## src/design/pcc_pkg.sv

```systemverilog
// Package for the pixel channel converter: channel count codes, CSR
// register indexes, pixel and configuration structs, luma coefficients.
// No dependencies.
`timescale 1ns / 1ps

package pcc_pkg;

   // Channel count codes
   localparam logic [2:0] CH_GRAY = 3'd1;  // gray
   localparam logic [2:0] CH_GA   = 3'd2;  // gray + alpha
   localparam logic [2:0] CH_RGB  = 3'd3;  // red, green, blue
   localparam logic [2:0] CH_RGBA = 3'd4;  // red, green, blue, alpha

   // CSR register indexes
   localparam logic [1:0] REG_IN_CHANNELS  = 2'd0;
   localparam logic [1:0] REG_OUT_CHANNELS = 2'd1;
   localparam logic [1:0] REG_ALPHA_FILL   = 2'd2;

   // Reset values
   localparam logic [2:0] IN_CHANNELS_RST  = CH_RGB;
   localparam logic [2:0] OUT_CHANNELS_RST = CH_RGBA;
   localparam logic [7:0] ALPHA_FILL_RST   = 8'd255;

   // Rec.709 luma, 16 fractional bits, coefficients sum to 65536
   localparam logic [15:0] LUMA_KR   = 16'd13933;
   localparam logic [15:0] LUMA_KG   = 16'd46871;
   localparam logic [15:0] LUMA_KB   = 16'd4732;
   localparam logic [23:0] LUMA_HALF = 24'd32768;

   typedef struct packed {
      logic [2:0] in_channels;
      logic [2:0] out_channels;
      logic [7:0] alpha_fill;
   } cfg_type;

   typedef struct packed {
      logic [7:0] chan3;
      logic [7:0] chan2;
      logic [7:0] chan1;
      logic [7:0] chan0;
   } pixel_type;

endpackage

```

## src/design/pcc_csr.sv

```systemverilog
// Configuration registers of the pixel channel converter.
// Depends on pcc_pkg.
`timescale 1ns / 1ps

module pcc_csr (
   input  logic            clock,
   input  logic            reset,
   input  logic            csr_valid,
   output logic            csr_ready,
   input  logic [1:0]      csr_index,
   input  logic [7:0]      csr_data,
   output pcc_pkg::cfg_type cfg
);
   import pcc_pkg::*;

   cfg_type cfg_ff;
   cfg_type cfg_in;

   // Writes are always taken; an index beyond the list changes nothing
   assign csr_ready = 1'b1;

   always_comb begin
      cfg_in = cfg_ff;
      if (csr_valid) begin
         unique case (csr_index)
            REG_IN_CHANNELS:  cfg_in.in_channels  = csr_data[2:0];
            REG_OUT_CHANNELS: cfg_in.out_channels = csr_data[2:0];
            REG_ALPHA_FILL:   cfg_in.alpha_fill   = csr_data;
            default:          cfg_in = cfg_ff;
         endcase
      end
   end

   always_ff @(posedge clock) begin
      if (reset) begin
         cfg_ff.in_channels  <= IN_CHANNELS_RST;
         cfg_ff.out_channels <= OUT_CHANNELS_RST;
         cfg_ff.alpha_fill   <= ALPHA_FILL_RST;
      end else begin
         cfg_ff <= cfg_in;
      end
   end

   assign cfg = cfg_ff;

endmodule

```

## src/design/pcc_convert.sv

```systemverilog
// Combinational channel mapping and Rec.709 luma for one pixel.
// Depends on pcc_pkg.
`timescale 1ns / 1ps

module pcc_convert (
   input  pcc_pkg::cfg_type   cfg,
   input  pcc_pkg::pixel_type pix_in,
   output pcc_pkg::pixel_type pix_out,
   output logic               converted
);
   import pcc_pkg::*;

   logic [23:0] luma_sum;
   logic [7:0]  luma;

   // Y = (kr*R + kg*G + kb*B + half) >> 16, never above 255
   assign luma_sum = LUMA_KR * {16'd0, pix_in.chan0}
                   + LUMA_KG * {16'd0, pix_in.chan1}
                   + LUMA_KB * {16'd0, pix_in.chan2}
                   + LUMA_HALF;
   assign luma = luma_sum[23:16];

   // Select output channels by the pair of channel counts
   always_comb begin
      pix_out   = '0;
      converted = 1'b1;
      unique case ({cfg.in_channels, cfg.out_channels})
         {CH_GRAY, CH_GA}: begin
            pix_out.chan0 = pix_in.chan0;
            pix_out.chan1 = cfg.alpha_fill;
         end
         {CH_GRAY, CH_RGB}, {CH_GA, CH_RGB}: begin
            pix_out.chan0 = pix_in.chan0;
            pix_out.chan1 = pix_in.chan0;
            pix_out.chan2 = pix_in.chan0;
         end
         {CH_GRAY, CH_RGBA}: begin
            pix_out.chan0 = pix_in.chan0;
            pix_out.chan1 = pix_in.chan0;
            pix_out.chan2 = pix_in.chan0;
            pix_out.chan3 = cfg.alpha_fill;
         end
         {CH_GA, CH_GRAY}: pix_out.chan0 = pix_in.chan0;
         {CH_GA, CH_RGBA}: begin
            pix_out.chan0 = pix_in.chan0;
            pix_out.chan1 = pix_in.chan0;
            pix_out.chan2 = pix_in.chan0;
            pix_out.chan3 = pix_in.chan1;
         end
         {CH_RGB, CH_GRAY}, {CH_RGBA, CH_GRAY}: pix_out.chan0 = luma;
         {CH_RGB, CH_GA}: begin
            pix_out.chan0 = luma;
            pix_out.chan1 = cfg.alpha_fill;
         end
         {CH_RGB, CH_RGBA}: begin
            pix_out.chan0 = pix_in.chan0;
            pix_out.chan1 = pix_in.chan1;
            pix_out.chan2 = pix_in.chan2;
            pix_out.chan3 = cfg.alpha_fill;
         end
         {CH_RGBA, CH_GA}: begin
            pix_out.chan0 = luma;
            pix_out.chan1 = pix_in.chan3;
         end
         {CH_RGBA, CH_RGB}: begin
            pix_out.chan0 = pix_in.chan0;
            pix_out.chan1 = pix_in.chan1;
            pix_out.chan2 = pix_in.chan2;
         end
         // equal counts or a count out of range: no conversion
         default: converted = 1'b0;
      endcase
   end

endmodule

```

## src/design/pixel_channel_converter_unit.sv

```systemverilog
// Pixel channel converter top: input register, conversion logic, result register.
// Uses pcc_pkg, pcc_csr and pcc_convert.
// Each pixel is held in the input register, then in the result register.
// Throughput: one pixel per cycle; the input stalls only while both stages are
// full and the result transfer is held off.
// Reset: synchronous, active high; clears stage valids, loads in 3, out 4, alpha 255.
`timescale 1ns / 1ps

module pixel_channel_converter_unit (
   input  logic        clock,
   input  logic        reset,
   // Input pixel stream
   input  logic        req_tvalid,
   output logic        req_tready,
   input  logic [31:0] req_tdata,   // chan0_in, chan1_in, chan2_in, chan3_in
   input  logic        req_tlast,   // line_end_in
   // Result stream
   output logic        rsp_tvalid,
   input  logic        rsp_tready,
   output logic [31:0] rsp_tdata,   // chan0_out, chan1_out, chan2_out, chan3_out
   output logic        rsp_tuser,   // converted
   output logic        rsp_tlast,   // line_end_out
   // Configuration writes
   input  logic        csr_valid,
   output logic        csr_ready,
   input  logic [1:0]  csr_index,
   input  logic [7:0]  csr_data
);
   import pcc_pkg::*;

   cfg_type   cfg;
   pixel_type conv_pix;
   logic      conv_flag;

   // Input stage
   logic      in_valid_ff, in_valid_in;
   pixel_type in_pix_ff;
   logic      in_last_ff;

   // Result stage
   logic      out_valid_ff, out_valid_in;
   pixel_type out_pix_ff;
   logic      out_conv_ff;
   logic      out_last_ff;

   logic      out_load;
   logic      in_load;

   pcc_csr u_csr (
      .clock     (clock),
      .reset     (reset),
      .csr_valid (csr_valid),
      .csr_ready (csr_ready),
      .csr_index (csr_index),
      .csr_data  (csr_data),
      .cfg       (cfg)
   );

   pcc_convert u_convert (
      .cfg       (cfg),
      .pix_in    (in_pix_ff),
      .pix_out   (conv_pix),
      .converted (conv_flag)
   );

   // Stage advance control
   assign out_load   = !out_valid_ff || rsp_tready;
   assign req_tready = !in_valid_ff || out_load;
   assign in_load    = req_tvalid && req_tready;

   always_comb begin
      in_valid_in  = in_valid_ff;
      out_valid_in = out_valid_ff;
      if (out_load) begin
         out_valid_in = in_valid_ff;
      end
      if (req_tready) begin
         in_valid_in = req_tvalid;
      end
   end

   always_ff @(posedge clock) begin
      if (reset) begin
         in_valid_ff  <= 1'b0;
         out_valid_ff <= 1'b0;
      end else begin
         in_valid_ff  <= in_valid_in;
         out_valid_ff <= out_valid_in;
      end
   end

   // Payload registers
   always_ff @(posedge clock) begin
      if (in_load) begin
         in_pix_ff  <= req_tdata;
         in_last_ff <= req_tlast;
      end
      if (out_load && in_valid_ff) begin
         out_pix_ff  <= conv_pix;
         out_conv_ff <= conv_flag;
         out_last_ff <= in_last_ff;
      end
   end

   assign rsp_tvalid = out_valid_ff;
   assign rsp_tdata  = out_pix_ff;
   assign rsp_tuser  = out_conv_ff;
   assign rsp_tlast  = out_last_ff;

endmodule

```

## config.mk

```make
export PLATFORM = sky130hd
export DESIGN_NAME = pixel_channel_converter_unit
export DESIGN_NICKNAME = d
export VERILOG_FILES = /design/src/design/pcc_pkg.sv /design/src/design/pcc_csr.sv /design/src/design/pcc_convert.sv /design/src/design/pixel_channel_converter_unit.sv
export SDC_FILE = /design/constraint.sdc
export NUM_CORES = 1
export LEC_CHECK = 0
export BUFFER_PORTS_ARGS = -buffer_cell sky130_fd_sc_hd__buf_4
export CORE_UTILIZATION = 50
export CTS_BUF_LIST = sky130_fd_sc_hd__clkbuf_4 sky130_fd_sc_hd__clkbuf_8
export CTS_CLUSTER_SIZE = 24
export DETAILED_ROUTE_END_ITERATION = 10
export MAX_ROUTING_LAYER = met4
export PLACE_DENSITY = 0.69
export SLEW_MARGIN = 15
export SYNTH_ARGS = -nofsm -noshare
export SYNTH_HDL_FRONTEND = slang
export SYNTH_SLANG_ARGS = --single-unit
```

## constraint.sdc

```tcl
create_clock -name clock -period 21.9 [get_ports clock]
set_input_delay 4.38 -clock clock [delete_from_list [all_inputs] [get_ports clock]]
set_output_delay 4.38 -clock clock [all_outputs]
set_load 0.05 [all_outputs]
```

# == After elaboration in Yosys (flattened, before gate mapping) ==
# Cells that the tools add are included.
# totals
memories,0
rom_bits,0
in_bits,48
reg_bits,83
ram_bits,0
word_cells,58
latchBits,0
# op_classes
n_reduce_logical,17
eq_ne,14
n_mul,3
mux,5
add_sub_neg,3
shifts,0
n_div,0
order_cmp,0
n_bitwise,0
# op_table
op,n
8-bit one-hot mux with 2 select lines,3
"6-bit by 5-bit == test with 1-bit output, second input constant",6
8-bit one-hot mux with 4 select lines,1
22-bit by 24-bit adder with 24-bit output,1
"24-bit by 16-bit adder with 24-bit output, second input constant",1
24-bit by 21-bit adder with 24-bit output,1
"16-bit by 8-bit multiplier with 24-bit output, first input constant",1
"14-bit by 8-bit multiplier with 22-bit output, first input constant",1
"11-bit by 8-bit multiplier with 19-bit output, first input constant",1
"6-bit by 4-bit == test with 1-bit output, second input constant",3
"6-bit == test, second input constant",3
12-bit OR reduction,1
4-bit OR reduction,2
8-bit OR reduction,1
2-bit AND reduction,3
2-bit OR reduction,3
"2-bit by 1-bit == test with 1-bit output, second input constant",1
"2-bit == test, second input constant",1
1-bit logical AND,2
1-bit logical NOT,2
2-bit logical NOT,1
1-bit logical OR,2
1-bit 2-to-1 mux,1

# == Depth between registers and ports, before layout ==
# logic_depth
word_depth,5
depth_mapped,31
ltp_nobuf,31

# == By module ==
# A second synthesis with hierarchy kept.
# unflattened
hier_cells,873
area_unflattened_um2,9539.1
# by_module_without_submodules
mod,seq_area_each_um2,cells_per_inst,area_per_inst_um2,instances
pcc_convert,0.0,734,6830.3,1
pixel_channel_converter_unit,2052.0,77,2115.8,1
pcc_csr,280.3,62,593.1,1

# == Worst setup path after synthesis ==
# OpenSTA, ideal clock, no wires.
# synth_path
kind,input to output
from,input port rsp_tready
to,output port req_tready
required_ns,17.520
arrival_ns,4.903
stages,2
path_slack_ns,12.617
n_path_buf,0
cell_sequence,nor2b_1 nand2_1
# synth_between
elab_chain_cells,2
# synth_lines
element,line_no,text
"start, declared",pixel_channel_converter_unit.sv:19,"input logic rsp_tready,"
1-bit logical OR,pixel_channel_converter_unit.sv:67,assign out_load = !out_valid_ff || rsp_tready;
1-bit logical OR,pixel_channel_converter_unit.sv:68,assign req_tready = !in_valid_ff || out_load;
"end, declared",pixel_channel_converter_unit.sv:14,"output logic req_tready,"
# Every way passes these cells.

# == Final worst setup path ==
# Ends and elaborated chain as after synthesis.

==> out/metrics.sh <==
PLACEMENT.IO_BUFFERS=83
WORST_R2R_PATH_DEPTH=28
PLACEMENT_ROWS=50
DRT_ITER0_DRC=355
SYNTH.YOSYS.SEQ_AREA_SHARE_PCT=23.9
PLACEDINSTANCEAREA_UM2=10700
FINAL-INSTANCE-COUNT-EXCL-FILL=1256
DETAIL_ROUTE.DRC_VIOLATIONS=0
WORSTPATHREQUIRED_NS=17.52
SYNTHESIZED_FLOP_AND_LATCH_TOTAL=83
ANTENNA_VIOLATING_NETS_POST_ROUTE=0
DISTINCT_CELLS_SYNTH=69
FINALHOLDVIOLATIONS=0
SETUP_VIOL=0
START_UTIL_PCT=51.6
NUMCTSBUFFERS=9
POST_CTS_BUFFERS=0
STATUS='finished clean'
DRT_PASS1_ITERATIONS=5
GRT_PASS1_WL_UM=35200
SYN_AVG_CELL_AREA_UM2=10.8
INSERTION_DELAY_NS=0.36
GRT_ANTENNA_BEFORE_REPAIR=0
SYNTH-ASYNC-RESET-RATIO_PCT=0
NUM_IO_PINS=85
MAX_FREQ_MHz=105
VIAS_IN_THE_FIRST_GLOBAL_ROUTE=6855
FLOORPLAN.CORE_AREA_UM2=19000
TRITONCTS='built'
WL_PER_CELL_UM=17.5
CRITICAL_PATH.STARTPOINT_TYPE='input port'
SYNTH.YOSYS.WARNINGS=0
TOP_POST_SYNTHESIS_CELLS_BY_AREA='fa_1, edfxtp_1, ha_1'
CLKTRANSATPATHREGS_NS=0.09
TIMING.CLOCK.SKEW_NS=0.00731
SYN_NETS=1242
PLACED_CELLS=1240
MAX_SLEW.WORST_PIN.SLEW_NS=1.14
FINAL_NET_COUNT=1326
PLACE_HPWL_UM=18600
CTSLONGESTPATHBUFFERS=2
DETAIL_ROUTE.VIAS_PER_CELL=5.21
FP.DIEW_UM=142
CRITICALPATHCATEGORY='in2out'
MOST-COMMON-LAYOUT-CELLS='inv_1, ha_1, fa_1, buf_4, edfxtp_1'
SYNTH_CELLS=907
CTS-RESIZED-GATES=0
ROUTED_WL_UM=22000
MOST_USED_FLIP_FLOP_CELL_AFTER_SYNTHESIS='edfxtp_1'
GLOBALROUTETOTALUTIL_PCT=24.1
SYNTH_EDF_COUNT=67
CTS.ROOT.BUFFER_CELL='clkbuf_8'
FLOORPLAN.DIE_AREA_UM2=20100
N_ANTENNA_CELL=0
HOLD_PATH_DEPTH=0
FINAL.PERIOD_UTILIZATION_PCT=43.4
MIN_PERIOD_NS=9.50
HOLD_PATH.CLASS='reg2reg'
FINAL_COMMON_CELL='inv_1'
CLOCK_SINKS=83
CP_ARRIVAL_NS=5.12
VIAS=6547
GRT-OVFL-TOTAL=0
TIMING.CRITICAL_PATH.TO_TYPE='output pin'
FIN_TNS_SETUP_NS=0
YOSYSTOPAREACELLSHARE_PCT=28.3
CTS_HTREE_LEVELS=3
COUNT_OF_MAX_CAP_CONSTRAINT_VIOLATIONS=0
FINAL_LAYOUT_SIZE_SUFFIX_GT1_SHARE_PCT=12.0
PLACE.GP.CONGESTION=0.899
AREA_LEADER_NETLIST='fa_1'
UNREPAIRED_SETUP_ENDPOINTS_AFTER_GLOBAL_ROUTING='false'
MAXSLEWHEADROOM_PCT=23.3
PIN_COUNT_OF_THE_BIGGEST_NET_ENTERING_GLOBAL_ROUTING=35
FLOW.AREA_GROWTH_FROM_SYNTHESIS_PCT=11.5
PATH_MAX_FANOUT=4
COUNT_OF_PINS_OVER_THEIR_SLEW_LIMIT=0
MAPPEDNETLISTAREA_UM2=9780
CHIPHEIGHT_UM=142
FINISH.INSTANCE_AREA_UM2=10900
HOLD_BUFFERS=0
-- registers in the layout, summed over array words and instances, names as in the netlist --
register / cells
in_last_ff: 1
in_pix_ff: 32
in_valid_ff: 1
rsp_tdata: 32
rsp_tlast: 1
rsp_tuser: 1
rsp_tvalid: 1
u_csr.cfg: 14
-- per-layer routing --
layer	GRT usage [%]	share of wire [%]	routed length, um	up-vias
met5	-	0	0	-
met4	6.06	2.1	459	0
met3	5.43	6.1	1350	35
met2	38.2	47	10400	172
met1	31.4	44	9750	3206
li1	-	-	-	3134
-- layout make-up --
type / instances / area, um^2
fill: 1690 / 8050
clock buffer: 9 / 124
multi-input combinational: 575 / 6490
inverter: 238 / 893
sequential: 83 / 2330
timing repair buffer: 84 / 631
clock inverter: 7 / 108
tap: 260 / 325
-- per-stage QoR --
step           hold slack (ns)  utilization [%]  setup slack, ns
2_1_floorplan            0.400                -            12.62
3_3_place_gp             0.406             56.3            12.43
3_5_place_dp             0.410             56.3            12.39
4_1_cts                  0.433             57.5            12.39
5_1_grt                  0.449             57.5            12.35
6_report                 0.430             57.5            12.40
-- synthesized netlist by cell type (7+ instances only) --
library cell  count
inv_1           238
ha_1            149
fa_1            138
edfxtp_1         67
nand2_1          54
nor2_1           27
a21oi_1          24
a22o_1           16
dfxtp_1          16
xnor2_1          15
nand3b_1         12
nand2b_1         10
o21ai_0          10
a21o_1            8
a222oi_1          8
nand3_1           7
-- logic make-up (layout without fill, tap and decap cells) --
family | count (synthesis) | after routing | synth area share [%]
other | 1 | 1 | 0.0384
xor gates and xnor gates | 15 | 15 | 1.34
and+or+nand+nor | 151 | 151 | 8.00
buffers and inverters | 249 | 338 | 9.85
muxes | 5 | 5 | 0.512
DFF | 83 | 83 | 23.9
AOI/OAI and AO/OA | 116 | 116 | 9.09
adders and majority gates | 287 | 287 | 47.3
-- path summary, 6_finish.rpt --
kind                                      to     startpoint  slack [ns]
worst max-delay path              req_tready     rsp_tready       12.40
worst min-delay path               rsp_tlast     in_last_ff        0.43
worst max register to register  rsp_tdata[7]  in_pix_ff[21]       13.71
worst min register to register     rsp_tlast     in_last_ff        0.43
-- worst max-delay path, stage by stage --
cell     delay [ns]
buf_4          0.11
nor2b_1        0.31
nand2_1        0.12
buf_4          0.20
Power is left out: the tool's default activity adds up to more than one toggle a clock period on the data nets, which glitch-free logic cannot reach.
